**config.mk**
```make
export PLATFORM = sky130hd
export DESIGN_NAME = i2c_master_transfer_sequencer_core
export DESIGN_NICKNAME = d
export VERILOG_FILES = /design/src/rtl/i2cms_pkg.sv /design/src/rtl/i2c_master_transfer_sequencer_core.sv /design/src/rtl/i2cms_wbuf.sv
export SDC_FILE = /design/constraint.sdc
export NUM_CORES = 2
export LEC_CHECK = 0
export BUFFER_PORTS_ARGS = -buffer_cell sky130_fd_sc_hd__buf_2
export CORE_MARGIN = 8
export CORE_UTILIZATION = 60
export DETAILED_ROUTE_END_ITERATION = 10
export GPL_ROUTABILITY_DRIVEN = 0
export PLACE_DENSITY = 0.75
export RECOVER_POWER = 100
export SKIP_LAST_GASP = 1
export SYNTH_ARGS = -nofsm -noshare
export SYNTH_HDL_FRONTEND = slang
export SYNTH_HIERARCHICAL = 1
export SYNTH_SLANG_ARGS = --single-unit
export TNS_END_PERCENT = 1
```
**constraint.sdc**
```tcl
create_clock -name i_clk -period 11.2 [get_ports i_clk]
set_input_delay 0.56 -clock i_clk [delete_from_list [all_inputs] [get_ports i_clk]]
set_output_delay 0.56 -clock i_clk [all_outputs]
set_load 0.01 [all_outputs]
```
**src/rtl/i2cms_pkg.sv**
```systemverilog
// ----------------------------------------------------------------------------
// i2cms_pkg
// Shared codes and types for the I2C master transfer sequencer.
// ----------------------------------------------------------------------------
package i2cms_pkg;

    typedef enum logic [1:0] {
        CMD_LOAD  = 2'd0,
        CMD_START = 2'd1,
        CMD_EVENT = 2'd2
    } t_cmd;

    typedef enum logic [3:0] {
        ST_START      = 4'd0,
        ST_RSTART     = 4'd1,
        ST_SLAW_ACK   = 4'd2,
        ST_SLAW_NACK  = 4'd3,
        ST_DW_ACK     = 4'd4,
        ST_DW_NACK    = 4'd5,
        ST_LOST       = 4'd6,
        ST_SLAR_ACK   = 4'd7,
        ST_SLAR_NACK  = 4'd8,
        ST_DR_ACK     = 4'd9,
        ST_DR_NACK    = 4'd10,
        ST_NONE       = 4'd11
    } t_status;

    typedef enum logic [2:0] {
        PH_IDLE = 3'd0,
        PH_AW   = 3'd1,
        PH_AR   = 3'd2,
        PH_WR   = 3'd3,
        PH_RD   = 3'd4,
        PH_ERR  = 3'd5
    } t_phase;

    typedef enum logic [1:0] {
        CFG_ADDR = 2'd0,
        CFG_MODE = 2'd1,
        CFG_LEN  = 2'd2
    } t_cfg_reg;

    localparam int COUNT_W = 9;
    localparam int OUT_TDATA_W = 40;
    localparam int IN_TDATA_W = 32;

    typedef struct packed {
        logic       drive_data;
        logic [7:0] data_out;
        logic       start_set;
        logic       start_clear;
        logic       stop_set;
        logic       ack_set;
        logic       ack_clear;
        logic       rx_valid;
        logic [7:0] rx_index;
        logic [7:0] rx_data;
        logic       done_res;
        t_phase     phase;
    } t_result;

endpackage

```
**src/rtl/i2c_master_transfer_sequencer_core.sv**
```systemverilog
// Path: an accepted item is held in the input register and moves into the result
// register once that is empty or being taken; it is then valid on o_m_*.
// Throughput: one item per cycle; the input register and the result register
// both advance whenever the result register is empty or being taken.
// Reset (synchronous, active low): phase idle, byte count zero, configuration registers 0;
// write buffer contents are not cleared.
// ----------------------------------------------------------------------------
// i2c_master_transfer_sequencer_core
// I2C master byte sequencer driven by bus status events.
// ----------------------------------------------------------------------------
module i2c_master_transfer_sequencer_core #(
    parameter int BUF_DEPTH = 256
) (
    input  logic        i_clk,
    input  logic        i_rst_n,
    // input stream
    input  logic        i_s_tvalid,
    output logic        o_s_tready,
    // [7:0] buf_index, [15:8] buf_byte, [19:16] status_code, [27:20] rx_byte
    input  logic [31:0] i_s_tdata,
    // [1:0] cmd
    input  logic [1:0]  i_s_tuser,
    // result stream
    output logic        o_m_tvalid,
    input  logic        i_m_tready,
    // [0] drive_data, [8:1] data_out, [9] start_set, [10] start_clear,
    // [11] stop_set, [12] ack_set, [13] ack_clear, [14] rx_valid,
    // [22:15] rx_index, [30:23] rx_data, [31] done_res, [34:32] phase
    output logic [39:0] o_m_tdata,
    // configuration writes
    input  logic        i_cfg_valid,
    output logic        o_cfg_ready,
    input  logic [1:0]  i_cfg_index,
    input  logic [8:0]  i_cfg_data
);

    // byte_count is 9 bits, so no more than 512 buffer entries are reachable
    localparam int MEM_DEPTH = (BUF_DEPTH < 512) ? BUF_DEPTH : 512;
    localparam int AW        = (MEM_DEPTH > 1) ? $clog2(MEM_DEPTH) : 1;
    localparam int LAST      = MEM_DEPTH - 1;

    // ---------------- configuration ----------------
    logic [7:0] r_addr_byte;
    logic       r_read_mode;
    logic [8:0] r_len;

    assign o_cfg_ready = 1'b1;

    always_ff @(posedge i_clk) begin
        if (!i_rst_n) begin
            r_addr_byte <= 8'd0;
            r_read_mode <= 1'b0;
            r_len       <= 9'd0;
        end else if (i_cfg_valid) begin
            unique case (i2cms_pkg::t_cfg_reg'(i_cfg_index))
                i2cms_pkg::CFG_ADDR: r_addr_byte <= i_cfg_data[7:0];
                i2cms_pkg::CFG_MODE: r_read_mode <= i_cfg_data[0];
                i2cms_pkg::CFG_LEN:  r_len       <= i_cfg_data;
                default: ;
            endcase
        end
    end

    // ---------------- input register ----------------
    logic       r_in_vld;
    logic [1:0] r_in_cmd;
    logic [7:0] r_in_bidx;
    logic [7:0] r_in_bbyte;
    logic [3:0] r_in_status;
    logic [7:0] r_in_rxb;

    logic r_out_vld;
    logic w_fire;

    assign w_fire     = r_in_vld && (!r_out_vld || i_m_tready);
    assign o_s_tready = !r_in_vld || w_fire;

    always_ff @(posedge i_clk) begin
        if (!i_rst_n) begin
            r_in_vld <= 1'b0;
        end else if (o_s_tready) begin
            r_in_vld <= i_s_tvalid;
        end
    end

    always_ff @(posedge i_clk) begin
        if (i_s_tvalid && o_s_tready) begin
            r_in_cmd    <= i_s_tuser;
            r_in_bidx   <= i_s_tdata[7:0];
            r_in_bbyte  <= i_s_tdata[15:8];
            r_in_status <= i_s_tdata[19:16];
            r_in_rxb    <= i_s_tdata[27:20];
        end
    end

    // ---------------- buffer index reduction ----------------
    logic [AW-1:0] w_mod_tab [256];

    for (genvar gi = 0; gi < 256; gi++) begin : g_mod
        localparam int MODV = gi % BUF_DEPTH;
        assign w_mod_tab[gi] = AW'(MODV);
    end

    // ---------------- sequencer state ----------------
    i2cms_pkg::t_phase r_phase, n_phase;
    logic [8:0]        r_count, n_count;
    logic [AW-1:0]     r_widx, n_widx;     // r_count modulo BUF_DEPTH
    logic [7:0]        w_mem_q;
    logic              w_we;
    logic [8:0]        w_count_inc;
    logic [AW-1:0]     w_widx_inc;
    i2cms_pkg::t_result w_res, r_out;

    assign w_count_inc = r_count + 9'd1;
    assign w_widx_inc  = ((r_count == 9'h1FF) || (r_widx == AW'(LAST))) ? '0
                                                                          : r_widx + AW'(1);

    i2cms_wbuf #(
        .DEPTH (MEM_DEPTH),
        .AW    (AW)
    ) u_wbuf (
        .i_clk   (i_clk),
        .i_we    (w_we),
        .i_waddr (w_mod_tab[r_in_bidx]),
        .i_wdata (r_in_bbyte),
        .i_raddr (n_widx),
        .o_rdata (w_mem_q)
    );

    always_ff @(posedge i_clk) begin
        if (!i_rst_n) begin
            r_phase <= i2cms_pkg::PH_IDLE;
            r_count <= 9'd0;
            r_widx  <= '0;
        end else begin
            r_phase <= n_phase;
            r_count <= n_count;
            r_widx  <= n_widx;
        end
    end

    always_comb begin
        n_phase = r_phase;
        n_count = r_count;
        n_widx  = r_widx;
        w_we    = 1'b0;
        w_res   = '0;
        if (w_fire) begin
            unique case (i2cms_pkg::t_cmd'(r_in_cmd))
                i2cms_pkg::CMD_LOAD: begin
                    w_we = 1'b1;
                end
                i2cms_pkg::CMD_START: begin
                    n_count         = 9'd0;
                    n_widx          = '0;
                    w_res.start_set = 1'b1;
                end
                i2cms_pkg::CMD_EVENT: begin
                    unique case (i2cms_pkg::t_status'(r_in_status))
                        i2cms_pkg::ST_START, i2cms_pkg::ST_RSTART: begin
                            w_res.drive_data  = 1'b1;
                            w_res.start_clear = 1'b1;
                            if (r_read_mode) begin
                                w_res.data_out = r_addr_byte | 8'h01;
                                n_phase        = i2cms_pkg::PH_AR;
                            end else begin
                                w_res.data_out = r_addr_byte;
                                n_phase        = i2cms_pkg::PH_AW;
                            end
                        end
                        i2cms_pkg::ST_SLAW_ACK, i2cms_pkg::ST_DW_ACK: begin
                            if (i2cms_pkg::t_status'(r_in_status) == i2cms_pkg::ST_SLAW_ACK) begin
                                n_phase = i2cms_pkg::PH_WR;
                            end
                            if (r_count < r_len) begin
                                w_res.drive_data = 1'b1;
                                w_res.data_out   = w_mem_q;
                                w_res.ack_set    = 1'b1;
                                n_count          = w_count_inc;
                                n_widx           = w_widx_inc;
                            end else begin
                                w_res.stop_set = 1'b1;
                                w_res.done_res = 1'b1;
                                n_phase        = i2cms_pkg::PH_IDLE;
                            end
                        end
                        i2cms_pkg::ST_SLAR_ACK: begin
                            n_phase       = i2cms_pkg::PH_RD;
                            w_res.ack_set = 1'b1;
                        end
                        i2cms_pkg::ST_DR_ACK: begin
                            w_res.rx_valid = 1'b1;
                            w_res.rx_index = r_count[7:0];
                            w_res.rx_data  = r_in_rxb;
                            n_count        = w_count_inc;
                            n_widx         = w_widx_inc;
                            if (w_count_inc < r_len) begin
                                w_res.ack_set = 1'b1;
                            end else begin
                                w_res.ack_clear = 1'b1;
                                w_res.done_res  = 1'b1;
                                n_phase         = i2cms_pkg::PH_IDLE;
                            end
                        end
                        i2cms_pkg::ST_SLAW_NACK, i2cms_pkg::ST_SLAR_NACK: begin
                            n_phase           = i2cms_pkg::PH_ERR;
                            w_res.start_clear = 1'b1;
                            w_res.stop_set    = 1'b1;
                        end
                        i2cms_pkg::ST_DW_NACK, i2cms_pkg::ST_LOST,
                        i2cms_pkg::ST_DR_NACK: begin
                            n_phase        = i2cms_pkg::PH_IDLE;
                            w_res.stop_set = 1'b1;
                        end
                        default: ;
                    endcase
                end
                default: ;
            endcase
        end
        w_res.phase = n_phase;
    end

    // ---------------- result register ----------------
    always_ff @(posedge i_clk) begin
        if (!i_rst_n) begin
            r_out_vld <= 1'b0;
        end else if (w_fire) begin
            r_out_vld <= 1'b1;
        end else if (i_m_tready) begin
            r_out_vld <= 1'b0;
        end
    end

    always_ff @(posedge i_clk) begin
        if (w_fire) begin
            r_out <= w_res;
        end
    end

    assign o_m_tvalid = r_out_vld;
    assign o_m_tdata  = {5'd0, r_out.phase, r_out.done_res, r_out.rx_data, r_out.rx_index,
                         r_out.rx_valid, r_out.ack_clear, r_out.ack_set, r_out.stop_set,
                         r_out.start_clear, r_out.start_set, r_out.data_out,
                         r_out.drive_data};

    // ---------------- assertions ----------------
    a_done_idle: assert property (@(posedge i_clk) disable iff (!i_rst_n)
        r_out_vld && r_out.done_res |-> r_out.phase == i2cms_pkg::PH_IDLE)
        else $error("done without return to idle");

    a_idx_zero: assert property (@(posedge i_clk) disable iff (!i_rst_n)
        r_count == 9'd0 |-> r_widx == '0)
        else $error("buffer index out of step with byte count");

    a_rx_no_tx: assert property (@(posedge i_clk) disable iff (!i_rst_n)
        r_out_vld && r_out.rx_valid |->
            !r_out.drive_data && (r_out.ack_set != r_out.ack_clear))
        else $error("receive result also drives transmit data");

    a_hold_item: assert property (@(posedge i_clk) disable iff (!i_rst_n)
        r_in_vld && !w_fire |=> r_in_vld)
        else $error("pending item dropped");

endmodule

```
**src/rtl/i2cms_wbuf.sv**
```systemverilog
// ----------------------------------------------------------------------------
// i2cms_wbuf
// Write buffer: one write port, one registered read port with write bypass.
// ----------------------------------------------------------------------------
module i2cms_wbuf #(
    parameter int DEPTH = 256,
    parameter int AW    = 8
) (
    input  logic          i_clk,
    input  logic          i_we,
    input  logic [AW-1:0] i_waddr,
    input  logic [7:0]    i_wdata,
    input  logic [AW-1:0] i_raddr,
    output logic [7:0]    o_rdata
);

    logic [7:0] r_mem [DEPTH];
    logic [7:0] r_rdata;

    always_ff @(posedge i_clk) begin
        if (i_we) begin
            r_mem[i_waddr] <= i_wdata;
        end
        // same-cycle write to the read address returns the new byte
        if (i_we && (i_waddr == i_raddr)) begin
            r_rdata <= i_wdata;
        end else begin
            r_rdata <= r_mem[i_raddr];
        end
    end

    assign o_rdata = r_rdata;

endmodule

```
After elaboration in Yosys (flattened, before gate mapping)
Memory sizes are Yosys's and may differ from the RTL's. A register that Yosys moved wholly into a read port is not among the register bits.
Cells that the tools add are included.
- bits in registers: 105
- memory bits (writable): 2048
- bits in read-only memories: 2048
- bits of input ports: 50
- output and inout bits: 43
- logic and storage cells: 110
- memories: 2
- memories (memory ; depth ; bits a word ; read ports ; clocked after memory_dff ; write ports ; line ; source):
    (name not given) ; 256 ; 8 ; 1 ; 0 ; 0 ; i2c_master_transfer_sequencer_core.sv:124 ; .i_waddr (w_mod_tab[r_in_bidx]),
    u_wbuf.r_mem ; 256 ; 8 ; 1 ; 1 ; 1 ; i2cms_wbuf.sv:17 ; logic [7:0] r_mem [DEPTH];
- add/subtract/negate cells: 2
- magnitude comparators: 3
- equal/unequal tests: 18
- muxes and demuxes: 36
- bitwise gates (word level): 1
- reductions and logical operators: 23
- operators by type and width (kind ; number):
    9-bit case mux with 2 select lines ; 3
    8-bit 2-to-1 mux ; 5
    8-bit case mux with 2 select lines ; 2
    9-bit < comparator ; 2
    9-bit 2-to-1 mux ; 2
    3-bit case mux with 6 select lines ; 1
    17-bit 2-to-1 mux ; 1
    4-bit by 3-bit == test with 1-bit output (second input constant) ; 4
    3-bit 2-to-1 mux ; 5
    1-bit 2-to-1 mux ; 13
    4-bit == test (second input constant) ; 3
    9-bit by 1-bit adder with 9-bit output (second input constant) ; 1
    9-bit == test (second input constant) ; 1
    9-bit >= comparator (second input constant) ; 1
    8-bit inverter with 9-bit output ; 1
    8-bit by 1-bit adder with 8-bit output (second input constant) ; 1
    4-bit by 2-bit == test with 1-bit output (second input constant) ; 2
    8-bit == test (second input constant) ; 1
    2-bit AND reduction ; 4
    2-bit OR reduction ; 3
    5-bit OR reduction ; 1
    2-bit by 1-bit == test with 1-bit output (second input constant) ; 2
    2-bit == test (second input constant) ; 2
    4-bit by 1-bit == test with 1-bit output (second input constant) ; 1
    other kinds (14) ; 21

Depth between registers and ports, before layout
- depth in word-level cells: 7
- gate-level depth with buffers: 13
- mapped depth without buffers: 12

Modules after synthesis
The synthesis kept the hierarchy.
- by module, submodules not included (module ; times used ; cells an instance ; area each (um^2) ; sequential area each (um^2)):
    i2cms_wbuf ; 1 ; 3733 ; 79556.3 ; 61659.1
    i2c_master_transfer_sequencer_core ; 1 ; 450 ; 4957.3 ; 2752.6

Worst setup path after synthesis
Ideal clock, no wire load.
- kind: register to register
- from: register r_in_bbyte[0]
- to: memory u_wbuf.r_mem[0][0] (data pin)
- setup time: 0.817 ns
- arrival time: 3.228 ns
- required time: 10.383 ns
- path slack: 7.154 ns
- stages on the path, launching flop included: 1
- buffers on the path: 0
- period minus slack after synthesis: 4.046 ns
- cells stage by stage: edfxtp_1
- RTL lines (item ; line ; source):
    start: declaration ; i2c_master_transfer_sequencer_core.sv:68 ; logic [7:0] r_in_bbyte;
    start signal: assignment ; i2c_master_transfer_sequencer_core.sv:90 ; r_in_bbyte <= i_s_tdata[15:8];
    end: declaration ; i2cms_wbuf.sv:17 ;
Straight into the memory's write port.

Worst setup path after layout
- from: register r_in_bbyte[0]
- to: memory u_wbuf.r_mem[176][0] (data pin)
Straight into the memory's write port.

==> impl_metrics.env <==
export IMPL_rsz0062_at_grt="false"
export IMPL_initial_core_util_pct=60.5
export IMPL_cts_path_max_buffers=3
export IMPL_path_buf_inv=3
export IMPL_dr_wl_met2_mm=95.9
export IMPL_drt_first_iter_violations=5528
export IMPL_ys_seq_elements=2161
export IMPL_r2r_end="u_wbuf/r_mem[176][0]"
export IMPL_reg2reg_from="r_in_bbyte[0]"
export IMPL_die_w_um=391
export IMPL_synthArstFlopShare_pct=0
export IMPL_final_setup_viol_count=0
export IMPL_max_freq_mhz=133
export IMPL_drive_gt1_share_pct=18.9
export IMPL_p_per_area_nw_per_um2=171
export IMPL_drc=0
export IMPL_maxCapViolations=27
export IMPL_rrSetupSlack_ps=3680
export IMPL_met1_length_mm=73.5
export IMPL_io_buffers=82
export IMPL_grt_antenna_before_repair=3
export IMPL_crit_top_cell="clkbuf_1"
export IMPL_seq_area_frac_synth_pct=76.2
export IMPL_num_nets_final=4410
export IMPL_worstHoldPathCells=3
export IMPL_instances_no_fill=6387
export IMPL_synth_distinct_cells=81
export IMPL_cts_inserted_buffers=207
export IMPL_hold_path_end="r_widx[5]"
export IMPL_dr_pass1_iters=6
export IMPL_setup_tns_ps=0
export IMPL_power_static_leakage_uw=0.0278
export IMPL_rows=137
export IMPL_synth_edf_count=2113
export IMPL_clk_pin_slew_ps=70
export IMPL_final_hold_viol_count=0
export IMPL_cts_tree="done"
export IMPL_area_delta_synth_final_pct=10.3
export IMPL_cp_max_fo=102
export IMPL_cp_arrival_ps=7960
export IMPL_reg2regPathDepth=3
export IMPL_netlist_instances=4183
export IMPL_cts_resized=0
export IMPL_grt_usage_pct=25.5
export IMPL_cp_required_ps=11650
export IMPL_cp_top_family="buffers and inverters"
export IMPL_ys_warn_count=6
export IMPL_start_kind="flop"
export IMPL_path_cells="clkbuf_1, clkbuf_1, buf_4"
export IMPL_io_pins=93
export IMPL_hpwl_mm=114
export IMPL_final_period_utilization_pct=67.1
export IMPL_violations="max-capacitance violations, max-slew violations"
export IMPL_cts_setup_buffers=0
export IMPL_avgViaCountPerCell=6.70
export IMPL_avgSynthCellArea_um2=20.2
export IMPL_path_class="flop to flop"
export IMPL_slew_violations=1069
export IMPL_cpMaxStageDelayCell="clkbuf_1"
export IMPL_clock_latency_ps=850
export IMPL_ir_drop_uv=208
export IMPL_synth_area_um2=84500
export IMPL_wl_per_cell_um=30.8
export IMPL_skew_ps=43.2
export IMPL_min_path_type="input port to flop"
export IMPL_max_stage_delay_ps=3260
export IMPL_grt_pass1_wl_mm=288
export IMPL_num_vias=42800
export IMPL_synthTopCellsByArea="edfxtp_1, mux4_2, mux2i_1"
export IMPL_grt_max_degree=245
export IMPL_yosys_area_top_type="edfxtp_1"
export IMPL_die_area_um2=153000
export IMPL_core_um2=140000
export IMPL_die_height_um=391
export IMPL_grt_pass1_vias=42800
export IMPL_cts_num_sinks=2161
export IMPL_route_met3_wl_mm=19.8
export IMPL_worst_pin_slew_ps=5120
export IMPL_fin_crit_ps=7520
export IMPL_grt_ovfl_total=0
export IMPL_endpoint_kind="flop"
export IMPL_dp_cells=5964
export IMPL_yosys_area_top_type_share_pct=75.1
export IMPL_worstHoldStart="i_rst_n"
export IMPL_ys_flop_type="edfxtp_1"
export IMPL_drtAntennaViolNets=0
export IMPL_htree_num_levels=4
export IMPL_clockRootBuffer="clkbuf_16"
export IMPL_wl_mm=197
export IMPL_relSlewSlack_pct=-241
export IMPL_highest_layer="met4"
export IMPL_status="finished, violations left"
==> layer usage <==
layer	up-vias	GRT usage, %
li1	17700	-
met1	22200	35.1
met2	2497	40.5
met3	400	5.73
met4	0	10.2
met5	-	0
==> cell type report <==
cell class | count | area [µm²]
diodes | 3 | 7.51
clock buffers | 252 | 5430
clock inverters | 127 | 1110
fillers | 8667 | 46500
inverters | 18 | 67.6
multi-input cells | 1746 | 18500
flip-flops and latches | 2161 | 64400
well taps | 1876 | 2350
repair buffers | 204 | 1350
==> worst register-to-register path, stage by stage, from the launching register on <==
cell and delay [ps]:
edfxtp_1 330, clkbuf_1 3260, clkbuf_1 2340, buf_4 1130
==> Yosys cell counts (12+ instances only) <==
master	number
edfxtp_1	2113
mux4_2	454
nor2_1	327
mux2i_1	153
a22oi_1	141
clkbuf_1	124
a21oi_1	112
nand3_1	57
nand2_1	56
dfxtp_1	48
o221ai_1	46
buf_4	36
buf_2	34
nor3_1	34
nor2b_1	32
o22ai_1	32
and3_1	27
o21ai_0	26
buf_1	25
nor4_1	24
buf_6	22
ha_1	22
a211oi_1	19
o211ai_1	17
inv_1	16
nand4_1	16
a221oi_1	14
and2_1	13
buf_8	13
nand2b_1	12
==> how the worst max path moves through the flow <==
stage / startpoint / end / slack, ps / depth (start not counted)
6_report: r_in_bbyte[0] / u_wbuf/r_mem[176][0] / 3680 / 3
5_1_grt: r_in_bbyte[0] / u_wbuf/r_mem[176][0] / 3160 / 3
4_1_cts: flop / o_m_tdata[4] / 5940 / 9
3_5_place_dp: flop / o_m_tdata[4] / 5980 / 9
3_3_place_gp: flop / o_m_tdata[4] / 6040 / 9
2_1_floorplan: r_in_bbyte[0] / u_wbuf/r_mem[0][0] / 7150 / 0
==> where the power goes <==
part / total, µW / internal [µW] / switching, µW
clock: 6750 / 3810 / 2930
sequential: 8920 / 8900 / 15.5
combinational: 260 / 54.2 / 206
total: 15900 / 12800 / 3150
==> timing repair <==
action                                 4_1_cts  5_1_grt
endpoints found under the hold margin       50        0
setup endpoints to repair                    0        0
hold buffers                                41        0
==> registers in the layout, summed over array words and instances (netlist names), named ones only <==
signal        cells
u_wbuf/r_mem   2048
o_m_tdata        35
r_count           9
r_len             9
r_addr_byte       8
r_in_bbyte        8
r_in_bidx         8
r_in_rxb          8
r_widx            8
r_in_status       4
r_phase           3
r_in_cmd          2
o_m_tvalid        1
r_in_vld          1
r_read_mode       1
==> cell usage in the layout, fill, tap and decap left out, types with 17 or more instances in the layout <==
| master | n |
|---|---|
| buf_2 | 27 |
| dfxtp_1 | 43 |
| o21ai_0 | 27 |
| buf_4 | 44 |
| nor2_1 | 324 |
| nor4_1 | 25 |
| dlygate4sd3_1 | 41 |
| edfxtp_1 | 2113 |
| clkbuf_16 | 211 |
| nand2_1 | 56 |
| o211ai_1 | 17 |
| ha_1 | 22 |
| mux2i_1 | 153 |
| o221ai_1 | 46 |
| mux4_2 | 454 |
| clkinv_2 | 41 |
| a211oi_1 | 19 |
| nor2b_1 | 29 |
| a21oi_1 | 113 |
| a22oi_1 | 141 |
| nand3_1 | 57 |
| nor3_1 | 35 |
| o22ai_1 | 32 |
| clkinv_1 | 56 |
| and3_1 | 27 |
| clkbuf_1 | 125 |
==> stage by stage <==
step | area [µm²] | setup WS (ps) | total power (µW) | hold WS (ps) | utilization [%]
finish | 93200 | 3680 | 15900 | 108 | 66.7
detailed placement | 86400 | 5980 | 9330 | 486 | 61.9
CTS | 93400 | 5940 | 16000 | 33.2 | 66.9
global placement | 86400 | 6040 | 9320 | 468 | 61.9
global route | 93200 | 3160 | 16300 | 110 | 66.7
floorplan | 84500 | 7150 | 9240 | 455 | -
==> cells by family after synthesis <==
family	Yosys count	share of synthesized area [%]
simple gates	625	3.44
mux	611	14.0
flops	2161	76.2
xor+xnor	7	0.0725
fa+ha+maj	22	0.326
buf+inv	280	1.98
compound gates	475	3.96
other cells	2	0.00889
(Power assumes the default switching activity.)
